$ cat src/sv/cwce_pkg.sv
`default_nettype none
package cwce_pkg;

  localparam int DIGEST_DEPTH      = 16;
  localparam int MAX_ACKS_PER_ITEM = 15;
  localparam int PTR_W   = (DIGEST_DEPTH > 1) ? $clog2(DIGEST_DEPTH) : 1;
  localparam int CNT_W   = $clog2(DIGEST_DEPTH + 1);
  localparam int ACK_W   = $clog2(MAX_ACKS_PER_ITEM + 1);
  localparam int WIN_W   = 12;
  localparam int DIVC_W  = $clog2(WIN_W + 1);

  localparam logic [1:0] OP_PACKAGED = 2'd0;
  localparam logic [1:0] OP_RECEIVED = 2'd1;
  localparam logic [1:0] OP_ACK      = 2'd2;

  localparam logic [2:0] ERR_OK          = 3'd0;
  localparam logic [2:0] ERR_OVERFLOW    = 3'd1;
  localparam logic [2:0] ERR_UNSUPPORTED = 3'd2;
  localparam logic [2:0] ERR_TOO_OLD     = 3'd3;
  localparam logic [2:0] ERR_NO_DIGEST   = 3'd4;
  localparam logic [2:0] ERR_MISMATCH    = 3'd5;
  localparam logic [2:0] ERR_STORE_FULL  = 3'd6;

  localparam logic [2:0] REG_IS_ORIGIN     = 3'd0;
  localparam logic [2:0] REG_WINDOW_START  = 3'd1;
  localparam logic [2:0] REG_WINDOW_INC    = 3'd2;
  localparam logic [2:0] REG_WINDOW_CEIL   = 3'd3;
  localparam logic [2:0] REG_ACCEPT_MIN    = 3'd4;
  localparam logic [2:0] REG_EMIT_MIN      = 3'd5;

  localparam logic [WIN_W-1:0] WINDOW_RESET = 12'd1000;

  typedef struct packed {
    logic [1:0]  operation;
    logic        has_payload;
    logic [7:0]  payload_version;
    logic [63:0] digest_high;
    logic [63:0] digest_middle;
    logic [31:0] digest_low;
  } in_item_t;

  typedef struct packed {
    logic        result_kind;
    logic [11:0] window_value;
    logic        ack_version;
    logic [63:0] ack_digest_high;
    logic [63:0] ack_digest_middle;
    logic [31:0] ack_digest_low;
    logic [2:0]  error_code;
    logic        close_circuit;
    logic        last;
  } out_item_t;

  typedef struct packed {
    logic        is_origin;
    logic [11:0] window_start;
    logic [11:0] window_increment;
    logic [11:0] window_ceiling;
    logic [7:0]  accept_min_version;
    logic [7:0]  emit_min_version;
  } cfg_t;

  typedef enum logic [2:0] {
    S_IDLE, S_DISPATCH, S_DIV, S_PKG, S_RX, S_ACK, S_STAT
  } state_t;

  typedef struct packed {
    logic load;
    logic dispatch;
    logic div_start;
    logic pkg;
    logic rx_ack;
    logic rx_status;
    logic ack;
    logic stat;
  } cmd_t;

  typedef struct packed {
    logic [1:0] op;
    logic       need_div;
    logic       div_busy;
    logic       rx_more;
    logic       out_free;
  } status_t;

endpackage
`default_nettype wire

$ cat src/sv/circuit_window_credit_engine.sv
`default_nettype none
// channel   direction  handshake                  payload
// cell      in         cell_valid / cell_stall    in_item_t (cell_data)
// result    out        result_valid / result_stall out_item_t
// apb       in         psel penable pwrite pready config registers at 4*index
//
// One item at a time. Data received emits one result per acknowledgement
// and then a status result. Data packaged runs the remainder check, when
// it applies, on a 12-step serial divider. A stalled result holds the
// engine in its final state.
// Reset sets both windows to 1000, empties the digest FIFO, config to defaults.
module circuit_window_credit_engine
  import cwce_pkg::*;
(
  input  logic        clk,
  input  logic        rst,
  input  logic        cell_valid,
  output logic        cell_stall,
  input  in_item_t    cell_data,
  output logic        result_valid,
  input  logic        result_stall,
  output out_item_t   result,
  input  logic        psel,
  input  logic        penable,
  input  logic        pwrite,
  input  logic [4:0]  paddr,
  input  logic [31:0] pwdata,
  output logic [31:0] prdata,
  output logic        pready
);

  cfg_t    cfg;
  cmd_t    cmd;
  status_t status;
  logic    wr_en;
  logic [2:0] reg_index;

  assign pready    = 1'b1;
  assign wr_en     = psel && penable && pwrite;
  assign reg_index = paddr[4:2];

  always_ff @(posedge clk) begin
    if (rst) begin
      cfg.is_origin          <= 1'b0;
      cfg.window_start       <= 12'd1000;
      cfg.window_increment   <= 12'd100;
      cfg.window_ceiling     <= 12'd1000;
      cfg.accept_min_version <= 8'd0;
      cfg.emit_min_version   <= 8'd0;
    end else if (wr_en) begin
      unique case (reg_index)
        REG_IS_ORIGIN:    cfg.is_origin          <= pwdata[0];
        REG_WINDOW_START: cfg.window_start       <= pwdata[11:0];
        REG_WINDOW_INC:   cfg.window_increment   <= pwdata[11:0];
        REG_WINDOW_CEIL:  cfg.window_ceiling     <= pwdata[11:0];
        REG_ACCEPT_MIN:   cfg.accept_min_version <= pwdata[7:0];
        REG_EMIT_MIN:     cfg.emit_min_version   <= pwdata[7:0];
        default: ;
      endcase
    end
  end

  always_comb begin
    unique case (reg_index)
      REG_IS_ORIGIN:    prdata = {31'd0, cfg.is_origin};
      REG_WINDOW_START: prdata = {20'd0, cfg.window_start};
      REG_WINDOW_INC:   prdata = {20'd0, cfg.window_increment};
      REG_WINDOW_CEIL:  prdata = {20'd0, cfg.window_ceiling};
      REG_ACCEPT_MIN:   prdata = {24'd0, cfg.accept_min_version};
      REG_EMIT_MIN:     prdata = {24'd0, cfg.emit_min_version};
      default:          prdata = 32'd0;
    endcase
  end

  cwce_ctrl u_ctrl (
    .clk        (clk),
    .rst        (rst),
    .cell_valid (cell_valid),
    .cell_stall (cell_stall),
    .status     (status),
    .cmd        (cmd)
  );

  cwce_dp u_dp (
    .clk          (clk),
    .rst          (rst),
    .cfg          (cfg),
    .cell_data    (cell_data),
    .cmd          (cmd),
    .status       (status),
    .result_valid (result_valid),
    .result_stall (result_stall),
    .result       (result)
  );

endmodule
`default_nettype wire

$ cat src/sv/cwce_ctrl.sv
`default_nettype none
module cwce_ctrl
  import cwce_pkg::*;
(
  input  logic    clk,
  input  logic    rst,
  input  logic    cell_valid,
  output logic    cell_stall,
  input  status_t status,
  output cmd_t    cmd
);

  state_t state, state_next;

  always_ff @(posedge clk) begin
    if (rst) begin
      state <= S_IDLE;
    end else begin
      state <= state_next;
    end
  end

  always_comb begin
    state_next = state;
    unique case (state)
      S_IDLE: begin
        if (cell_valid) state_next = S_DISPATCH;
      end
      S_DISPATCH: begin
        case (status.op)
          OP_PACKAGED: state_next = status.need_div ? S_DIV : S_PKG;
          OP_RECEIVED: state_next = S_RX;
          OP_ACK:      state_next = S_ACK;
          default:     state_next = S_STAT;
        endcase
      end
      S_DIV: begin
        if (!status.div_busy) state_next = S_PKG;
      end
      S_RX: begin
        if (status.out_free && !status.rx_more) state_next = S_IDLE;
      end
      S_PKG, S_ACK, S_STAT: begin
        if (status.out_free) state_next = S_IDLE;
      end
      default: state_next = S_IDLE;
    endcase
  end

  always_comb begin
    cmd        = '0;
    cell_stall = 1'b1;
    unique case (state)
      S_IDLE: begin
        cell_stall = 1'b0;
        cmd.load   = cell_valid;
      end
      S_DISPATCH: begin
        cmd.dispatch  = 1'b1;
        cmd.div_start = (status.op == OP_PACKAGED) && status.need_div;
      end
      S_DIV: ;
      S_PKG:  cmd.pkg  = status.out_free;
      S_RX: begin
        cmd.rx_ack    = status.out_free && status.rx_more;
        cmd.rx_status = status.out_free && !status.rx_more;
      end
      S_ACK:  cmd.ack  = status.out_free;
      S_STAT: cmd.stat = status.out_free;
      default: ;
    endcase
  end

endmodule
`default_nettype wire

$ cat src/sv/cwce_dp.sv
`default_nettype none
module cwce_dp
  import cwce_pkg::*;
(
  input  logic      clk,
  input  logic      rst,
  input  cfg_t      cfg,
  input  in_item_t  cell_data,
  input  cmd_t      cmd,
  output status_t   status,
  output logic      result_valid,
  input  logic      result_stall,
  output out_item_t result
);

  in_item_t             item;
  logic [WIN_W-1:0]     send_window, receive_window;
  logic [PTR_W-1:0]     head, tail;
  logic [CNT_W-1:0]     count;
  logic [159:0]         mem [DIGEST_DEPTH];
  logic [159:0]         rd_data;
  logic                 div_busy;
  logic [DIVC_W-1:0]    div_cnt;
  logic [WIN_W-1:0]     div_a, div_rem;
  logic [ACK_W-1:0]     ack_cnt;

  logic [WIN_W:0]       trial, thresh, send_sum;
  logic                 need_div, store_full, record, rx_more, ack_ver;
  logic                 pop, mismatch, out_load;
  logic [7:0]           rx_ver;
  logic [2:0]           pkg_err, ack_err;
  logic [WIN_W-1:0]     send_after_pkg, send_after_ack, rx_sum;
  logic [159:0]         item_digest;
  out_item_t            out_next;

  assign item_digest = {item.digest_high, item.digest_middle, item.digest_low};
  assign need_div    = !cfg.is_origin && (cfg.window_increment != '0) && (send_window != '0);
  assign store_full  = (count >= CNT_W'(DIGEST_DEPTH));
  assign record      = need_div && (div_rem == '0);
  assign pkg_err     = (record && store_full) ? ERR_STORE_FULL : ERR_OK;
  assign send_after_pkg = (send_window != '0) ? send_window - 1'b1 : send_window;

  // restoring remainder, one quotient bit per cycle
  assign trial = {div_rem, div_a[WIN_W-1]};

  assign thresh  = {1'b0, cfg.window_start} - {1'b0, cfg.window_increment};
  assign rx_more = (ack_cnt < ACK_W'(MAX_ACKS_PER_ITEM)) &&
                   (cfg.window_increment <= cfg.window_start) &&
                   ({1'b0, receive_window} <= thresh);
  assign rx_sum  = receive_window + cfg.window_increment;
  assign ack_ver = (cfg.emit_min_version == 8'd1);

  assign rx_ver   = item.has_payload ? item.payload_version : 8'd0;
  assign mismatch = (rd_data != item_digest);
  assign send_sum = {1'b0, send_window} + {1'b0, cfg.window_increment};

  always_comb begin
    pop     = 1'b0;
    ack_err = ERR_OK;
    if (!cfg.is_origin) begin
      if (cfg.accept_min_version > 8'd1) begin
        ack_err = ERR_UNSUPPORTED;
      end else if (rx_ver < cfg.accept_min_version) begin
        ack_err = ERR_TOO_OLD;
      end else if (rx_ver == 8'd1) begin
        if (count == '0) begin
          ack_err = ERR_NO_DIGEST;
        end else begin
          pop = 1'b1;
          if (mismatch) ack_err = ERR_MISMATCH;
        end
      end
    end
    send_after_ack = send_window;
    if (ack_err == ERR_OK) begin
      if (send_sum > {1'b0, cfg.window_ceiling}) begin
        ack_err = ERR_OVERFLOW;
      end else begin
        send_after_ack = send_sum[WIN_W-1:0];
      end
    end
  end

  always_comb begin
    out_next = '0;
    out_next.last = 1'b1;
    if (cmd.pkg) begin
      out_next.window_value = send_after_pkg;
      out_next.error_code   = pkg_err;
    end else if (cmd.rx_ack) begin
      out_next.result_kind  = 1'b1;
      out_next.window_value = rx_sum;
      out_next.ack_version  = ack_ver;
      out_next.last         = 1'b0;
      if (ack_ver) begin
        out_next.ack_digest_high   = item.digest_high;
        out_next.ack_digest_middle = item.digest_middle;
        out_next.ack_digest_low    = item.digest_low;
      end
    end else if (cmd.rx_status) begin
      out_next.window_value = receive_window;
    end else if (cmd.ack) begin
      out_next.window_value = send_after_ack;
      out_next.error_code   = ack_err;
    end else begin
      out_next.window_value = send_window;
    end
    out_next.close_circuit = (out_next.error_code != ERR_OK);
  end

  assign out_load = cmd.pkg || cmd.rx_ack || cmd.rx_status || cmd.ack || cmd.stat;

  always_ff @(posedge clk) begin
    rd_data <= mem[head];
    if (cmd.pkg && record && !store_full) mem[tail] <= item_digest;
  end

  always_ff @(posedge clk) begin
    if (cmd.load) item <= cell_data;
    if (out_load) result <= out_next;
    if (cmd.div_start) begin
      div_a   <= send_window - 1'b1;
      div_rem <= '0;
    end else if (div_busy) begin
      div_a <= div_a << 1;
      if (trial >= {1'b0, cfg.window_increment}) begin
        div_rem <= WIN_W'(trial - {1'b0, cfg.window_increment});
      end else begin
        div_rem <= trial[WIN_W-1:0];
      end
    end
  end

  always_ff @(posedge clk) begin
    if (rst) begin
      send_window    <= WINDOW_RESET;
      receive_window <= WINDOW_RESET;
      head           <= '0;
      tail           <= '0;
      count          <= '0;
      div_busy       <= 1'b0;
      div_cnt        <= '0;
      ack_cnt        <= '0;
      result_valid   <= 1'b0;
    end else begin
      if (out_load) begin
        result_valid <= 1'b1;
      end else if (!result_stall) begin
        result_valid <= 1'b0;
      end
      if (cmd.div_start) begin
        div_busy <= 1'b1;
        div_cnt  <= DIVC_W'(WIN_W);
      end else if (div_busy) begin
        div_cnt <= div_cnt - 1'b1;
        if (div_cnt == DIVC_W'(1)) div_busy <= 1'b0;
      end
      if (cmd.dispatch) begin
        ack_cnt <= '0;
        if (item.operation == OP_RECEIVED && receive_window != '0) begin
          receive_window <= receive_window - 1'b1;
        end
      end
      if (cmd.rx_ack) begin
        receive_window <= rx_sum;
        ack_cnt        <= ack_cnt + 1'b1;
      end
      if (cmd.pkg) begin
        send_window <= send_after_pkg;
        if (record && !store_full) begin
          count <= count + 1'b1;
          tail  <= (tail == PTR_W'(DIGEST_DEPTH - 1)) ? '0 : tail + 1'b1;
        end
      end
      if (cmd.ack) begin
        send_window <= send_after_ack;
        if (pop) begin
          count <= count - 1'b1;
          head  <= (head == PTR_W'(DIGEST_DEPTH - 1)) ? '0 : head + 1'b1;
        end
      end
    end
  end

  assign status.op       = item.operation;
  assign status.need_div = need_div;
  assign status.div_busy = div_busy;
  assign status.rx_more  = rx_more;
  assign status.out_free = !result_valid || !result_stall;

endmodule
`default_nettype wire

$ cat config.mk
export PLATFORM = sky130hd
export DESIGN_NAME = circuit_window_credit_engine
export DESIGN_NICKNAME = d
export VERILOG_FILES = /design/src/sv/cwce_pkg.sv /design/src/sv/circuit_window_credit_engine.sv /design/src/sv/cwce_ctrl.sv /design/src/sv/cwce_dp.sv
export SDC_FILE = /design/constraint.sdc
export NUM_CORES = 2
export LEC_CHECK = 0
export BUFFER_PORTS_ARGS = -buffer_cell sky130_fd_sc_hd__clkbuf_2
export CAP_MARGIN = 20
export CORE_MARGIN = 2
export CORE_UTILIZATION = 40
export CTS_BUF_LIST = sky130_fd_sc_hd__clkbuf_2 sky130_fd_sc_hd__clkbuf_4 sky130_fd_sc_hd__clkbuf_8
export CTS_CLUSTER_DIAMETER = 40
export CTS_CLUSTER_SIZE = 8
export DETAILED_ROUTE_END_ITERATION = 7
export GPL_TIMING_DRIVEN = 0
export PLACE_DENSITY_LB_ADDON = 0.05
export SLEW_MARGIN = 25
export SYNTH_ARGS = -nofsm -noshare
export SYNTH_HDL_FRONTEND = slang
export SYNTH_SLANG_ARGS = --single-unit
$ cat constraint.sdc
create_clock -name clk -period 20.7 [get_ports clk]
set_input_delay 1.035 -clock clk [delete_from_list [all_inputs] [get_ports clk]]
set_output_delay 1.035 -clock clk [all_outputs]
set_load 0.01 [all_outputs]
Word-level counts from Yosys, hierarchy flattened
Memory sizes are Yosys's and may differ from the RTL's. A register that Yosys moved wholly into a read port is not among the register bits.
Index checks and enable logic that the tools add are counted.
{ "totals": {"mem_count": 1, "regBits": 477, "ramBits": 2560, "input_bits": 215, "wordCells": 202} }
{ "memory_table": {"columns": ["memory", "depth", "width", "rd", "rd_clocked_by_memory_dff", "write_ports", "line_no", "rtl"], "rows": [
  ["u_dp.mem", 16, 160, 1, 1, 1, "cwce_dp.sv:20", "logic [159:0] mem [DIGEST_DEPTH];"]
]} }
{ "classes": {"n_mux": 68, "n_reduce_logical": 53, "n_eq_ne": 24, "bitwise_logic": 2, "addsub": 12, "n_lt_le_gt_ge": 8} }
{ "op_table": {"columns": ["cell", "n"], "rows": [
  ["2-to-1 mux 12 bit", 15],
  ["inequality test 160 bit", 1],
  ["case mux 12 bit (6 select lines)", 1],
  ["2-to-1 mux 3 bit", 17],
  ["nonzero test 12 bit", 3],
  ["2-to-1 mux 4 bit", 6],
  ["subtractor 12 x 1 -> 12 bit, second input constant", 2],
  ["2-to-1 mux 1 bit", 20],
  ["2-to-1 mux 5 bit", 4],
  ["AND reduction 2 bit", 9],
  ["equality test 8 x 1 -> 1 bit, second input constant", 2],
  ["equality test 3 bit, second input constant", 5],
  ["logical AND 1 bit", 15],
  ["case mux 3 bit (5 select lines)", 1],
  ["adder 12 x 12 -> 13 bit", 1],
  ["greater-or-equal comparator 13 x 12 -> 1 bit", 1],
  ["> comparator 13 x 12 -> 1 bit", 1],
  ["less-or-equal comparator 12 x 13 -> 1 bit", 1],
  ["subtractor 12 x 12 -> 13 bit", 1],
  ["adder 12 bit", 1],
  ["adder 4 x 1 -> 4 bit, second input constant", 3],
  ["equality test 3 x 2 -> 1 bit, second input constant", 4],
  ["less-or-equal comparator 12 bit", 1],
  ["logical NOT 12 bit", 1],
  ["29 further kinds", 51]
]} }

Depth between registers and ports, before layout
{ "logic_depth": {"word_depth": 14, "mapped_depth": 22, "depth_no_buf": 20} }

Hierarchy
From an unflattened synthesis, not the netlist that was laid out.
{ "unflattened": {"cells_unflattened": 5728, "hier_area_um2": 122551.3} }
{ "modules_own_cells": {"columns": ["mod", "instances", "cells_per_inst", "area_per_inst_um2", "seq_area_each_um2"], "rows": [
  ["cwce_dp", 1, 5379, 119418.3, 92128.4],
  ["circuit_window_credit_engine", 1, 305, 2787.7, 1061.0],
  ["cwce_ctrl", 1, 44, 345.3, 60.1]
]} }

Worst setup path before layout
Ideal clock, no wire load.
{ "synth_path": {"path_kind": "input to register", "from": "input port result_stall", "to": "memory u_dp.mem[3][0] (enable)", "stages": 8, "setup_time_ps": 875, "setup_slack_ps": 6138, "required_ps": 19825, "arrival_ps": 13687, "path_buffers": 1, "path_cell_list": "and2_1 > nor3_1 > nand3_1 > or3_1 > nor2_1 > clkbuf_1 > nand2_1 > nor3_1"} }
{ "synth_via": {"elab_chain_cells": 7} }
{ "synth_lines": {"columns": ["element", "line_no", "rtl"], "rows": [
  ["start, declared", "circuit_window_credit_engine.sv:21", "input logic result_stall,"],
  ["logical NOT 1 bit", null, null],
  ["logical OR 1 bit", "cwce_dp.sv:189", "assign status.out_free = !result_valid || !result_stall;"],
  ["2-to-1 mux 1 bit", "cwce_ctrl.sv:53", "unique case (state)"],
  ["logical AND 1 bit (2 in series)", "cwce_dp.sv:115", "if (cmd.pkg && record && !store_full) mem[tail] <= item_digest;"],
  ["2-to-1 mux 1 bit", "cwce_dp.sv:115", null],
  ["2-to-1 mux 1 bit (implied by the code)", "cwce_dp.sv:115", null],
  ["end, declared", "cwce_dp.sv:20", null]
]} }
No other way between the ends.

Worst setup path in the final report
{ "layout_path": {"from": "register, netlist name cfg[29]", "to": "register, netlist name u_dp.result[149]"} }
{ "layout_via": {"elab_chain_cells": 7, "elab_cells_between_ends": 9, "classes_between": "add/sub (1); order compare (2); mux (1); bitwise (1); reduce/logical (4)"} }
{ "layout_lines": {"columns": ["element", "line_no", "rtl"], "rows": [
  ["subtractor 12 x 12 -> 13 bit or less-or-equal comparator 12 bit (tied branches)", "cwce_dp.sv:46, cwce_dp.sv:48", null],
  ["less-or-equal comparator 12 x 13 -> 1 bit or logical AND 1 bit (tied branches)", "cwce_dp.sv:49, cwce_dp.sv:47", null],
  ["logical AND 1 bit *", "cwce_dp.sv:48", "(cfg.window_increment <= cfg.window_start) &&"],
  ["logical AND 1 bit *", "cwce_ctrl.sv:65", "cmd.rx_ack = status.out_free && status.rx_more;"],
  ["2-to-1 mux 2 bit *", "cwce_ctrl.sv:53", null],
  ["NOT 1 bit (no line) *", null, null],
  ["OR reduction 3 bit (no line) *", null, null]
]} }
Mark *: on every way between the ends. The rest lies on a longest branch, timed or not.
A chain may end at the register's enable or synchronous reset.

==> results.json <==
{
  "overflow": 0,
  "start_util_pct": 40.3,
  "rsz0062_at_grt": "false",
  "tns_ns": 0,
  "cts_max_level": 6,
  "cts_root_buf": "clkbuf_8",
  "grt.total_usage_pct": 23.3,
  "numCtsBuffers": 554,
  "power_frac_seq_pct": 52.7,
  "p_total_mw": 14.6,
  "core_area_sq_um": 303000,
  "area_growth_pct": 21.6,
  "maxCapViolCount": 0,
  "seq_area_frac_synth_pct": 76.3,
  "p_clk_share_pct": 42.0,
  "io_pins": 429,
  "die_y_microns": 557,
  "cp_slowest_cell": "a222oi_1",
  "status": "completed",
  "hp-class": "primary input to register",
  "end_kind": "register",
  "grt_pass1_wl_microns": 504000,
  "vias": 62900,
  "ir_worst_vdd_uv": 69.1,
  "combinationalPowerShare_pct": 5.2,
  "synth-compound-area-share_pct": 1.75,
  "timing.final.ws_setup_ns": 13.43,
  "drt_iter0_drc": 5666,
  "cts_resized": 0,
  "crit_chain": "inv_1, ha_1, nor2b_1, o21ai_1, a21oi_1, o21ai_0, nand2b_1, a21o_1, a41o_1, o41ai_1, xor2_1, ha_1, nand3_1, nor3_1, o31ai_1, a222oi_1, nor3_2, inv_2, nor2_1, clkbuf_4, buf_12, clkbuf_2, and2_1",
  "switching_share_pct": 23.7,
  "wirelength_microns": 362000,
  "tritoncts": "done",
  "synth_area_sq_um": 122000,
  "fill_cells": 25100,
  "multi_input_area_sq_um": 27800,
  "antenna_found_initial": 19,
  "ys_ff_latch": 3197,
  "leakage_nw": 48.4,
  "skew_ns": 0.0670,
  "reg2reg_depth": 23,
  "max_freq_mhz": 138,
  "portBuffers": 383,
  "hpwl_microns": 248000,
  "synth_cell_types": 78,
  "die_area_sq_um": 310000,
  "critPathKind": "register to register",
  "worst_pin_slew_ns": 1.09,
  "relSlewSlack_pct": 27.5,
  "fin_crit_ns": 7.27,
  "setup_viol": 0,
  "async_flop_share_pct": 0,
  "cp_max_fo": 10,
  "insertion_delay_ns": 1.15,
  "place_ws_ns": 13.30,
  "synthMuxAreaShare_pct": 15.4,
  "gp_congestion": 0.853,
  "yosys_warnings": 0,
  "num_rows": 202,
  "wl_per_cell_microns": 31.3,
  "grt_max_degree": 24,
  "p_int_mw": 11.2,
  "synth_fa_ha_area_share_pct": 1.02,
  "arrival_ns": 8.11,
  "p_sw_mw": 3.47,
  "crit_path_start_kind": "register",
  "crit_top_cell": "ha_1",
  "hold_violations": 0,
  "whs_path_depth": 1,
  "fin_nets": 7472,
  "cp_slowest_stage_delay_ns": 0.83,
  "grt_pass1_vias": 65400,
  "final.period_utilization_pct": 35.1,
  "synth-xor-area-share_pct": 1.55,
  "post_cts_buffers": 0,
  "synth_edf_count": 2922,
  "ant_nets": 0,
  "clk_path_buf_depth": 4,
  "power_density_nw_per_um2": 98.5,
  "synth_ff_type": "edfxtp_1",
  "post-route-drc-count": 0,
  "synth_top_family_by_area": "multiplexers",
  "slew_violations": 0,
  "syn_area_per_cell_sq_um": 21.3,
  "drive_above_1_share_pct": 35.3,
  "required_ns": 21.54,
  "drt_first_pass_iters": 6,
  "clk_pin_slew_worst_paths_ns": 0.06,
  "clock-sinks": 3197,
  "synthSimpleGateAreaFrac_pct": 2.78,
  "drt-vias-per-instance": 5.43,
  "syn_inst": 5729,
  "seq_area_sq_um": 93200,
  "fp.dieW_microns": 557
}
[power by group through the flow]
stage	sequential, mW	combinational, mW	clock (mW)
after global placement	7.92	0.678	0
after floorplan	7.76	0.338	0
final	7.72	0.762	6.15
after global routing	7.75	0.820	6.59
after CTS	7.72	0.775	6.31
after detailed placement	7.85	0.748	0
[synth_stat cells (all sizes together), types with 5 or more instances]
| cell type | count | share of area (%) |
|---|---|---|
| a211o | 10 | 0.072 |
| o211ai | 9 | 0.055 |
| clkbuf | 211 | 0.65 |
| nand3b | 9 | 0.055 |
| inv | 91 | 0.28 |
| mux2i | 62 | 0.51 |
| nand2b | 20 | 0.10 |
| and2 | 169 | 0.87 |
| a31oi | 11 | 0.056 |
| xor2 | 86 | 0.62 |
| nand3 | 29 | 0.12 |
| or3 | 14 | 0.072 |
| ha | 93 | 0.95 |
| o21bai | 5 | 0.031 |
| a22oi | 18 | 0.11 |
| o22ai | 13 | 0.067 |
| mux2 | 12 | 0.11 |
| nand4 | 37 | 0.19 |
| nor2b | 17 | 0.087 |
| mux4 | 800 | 15 |
| edfxtp | 2922 | 72 |
| nand2 | 118 | 0.36 |
| nor4 | 37 | 0.19 |
| xnor2 | 130 | 0.93 |
| a21o | 18 | 0.11 |
| buf | 56 | 0.25 |
| or4 | 5 | 0.034 |
| a21oi | 99 | 0.41 |
| nor2 | 139 | 0.43 |
| a211oi | 17 | 0.10 |
| dfxtp | 275 | 4.5 |
| o21ai | 80 | 0.33 |
| and3 | 5 | 0.026 |
| nor3 | 37 | 0.16 |
[cell families after synthesis]
family / count (synthesis)
AND/OR/NAND/NOR: 651
other: 2
XOR/XNOR: 216
multiplexers: 874
AO/OA/AOI/OAI: 334
buffers and inverters: 358
flip-flops: 3197
adder cells (fa/ha/maj): 97
[path summary, 6_finish.rpt]
kind | start | endpoint | slack (ns)
worst max-delay path | cfg[29] | u_dp.result[149] | 13.43
worst min-delay path | cell_data[12] | u_dp.item[12] | 0.16
worst max register to register | cfg[29] | u_dp.result[149] | 13.43
worst min register to register | u_dp.div_rem[11] | u_dp.div_rem[11] | 0.49
[sequential cells by signal, summed over array words and instances, names as in the netlist, 4 cells and up]
register	count
u_dp.receive_window	12
u_dp.head	4
u_dp.div_cnt	4
u_dp.count	5
u_dp.result	179
u_dp.ack_cnt	4
u_dp.tail	4
u_dp.rd_data	160
u_dp.send_window	12
u_dp.div_rem	12
cfg	53
u_dp.mem	2560
u_dp.div_a	12
u_dp.item	169
[through the flow]
step                utilization, %  instances  hold WS, ns  instance area, sq um
finish                        49.0      11600        0.164                148000
global route                  48.9      11600       0.0830                148000
CTS                           48.9      11600       0.0102                148000
detailed placement            44.6      10400        0.483                135000
global placement              42.6      10100        0.476                129000
floorplan                        -       5748        0.450                122000
[layer usage]
layer	track usage [%]	vias to the layer above	routed length, microns	share of wire, %
met1	32.8	33800	159000	44
met5	0	-	13	0.0036
met4	5.80	2	8070	2.2
met2	38.3	2104	177000	49
met3	3.32	502	18800	5.2
li1	-	26500	-	-
[worst max-delay path: cells and delay by family (launching register included)]
family,cells,cell delay [ns]
compound gates,8,2.25
buf+inv,5,1.58
simple gates,7,1.40
fa+ha+maj,2,0.75
flops,1,0.73
xor+xnor,1,0.14
[layout make-up]
cell class | count | share of cell area (%)
inverter | 91 | 0.230
antenna | 6 | 0.0101
multi-input combinational | 2193 | 18.7
buffer | 267 | 0.839
timing repair buffer | 856 | 6.07
clock inverter | 174 | 1.29
sequential | 3197 | 62.8
clock buffer | 808 | 6.67
tap | 3978 | 3.35
[repair_timing]
action	in CTS	in global routing
hold endpoints to repair	150	0
hold buffers	150	0
setup endpoints to repair	0	0
[layout by cell type (no fill, tap or decap), types with 18 or more instances in the layout]
master            n
a22oi_1          18
clkinv_1         18
nand3_1          29
and2_1          169
buf_4           128
clkbuf_4        196
nand2b_1         20
bufinv_16        30
mux4_2          800
clkinvlp_4       29
buf_16           96
clkbuf_8        614
dfxtp_1         275
xor2_1           83
buf_6            29
nor2_1          124
nand4_1          37
nor4_1           31
clkinv_2         55
dlygate4sd3_1   150
clkbuf_2        469
conb_1           21
xnor2_1         120
buf_2            28
a21oi_1          98
o21ai_0          76
inv_1            90
nor3_1           31
clkbuf_1        123
buf_12           90
a21o_1           18
nand2_1         117
edfxtp_1       2922
mux2i_1          62
ha_1             93
(Power assumes the default switching activity.)
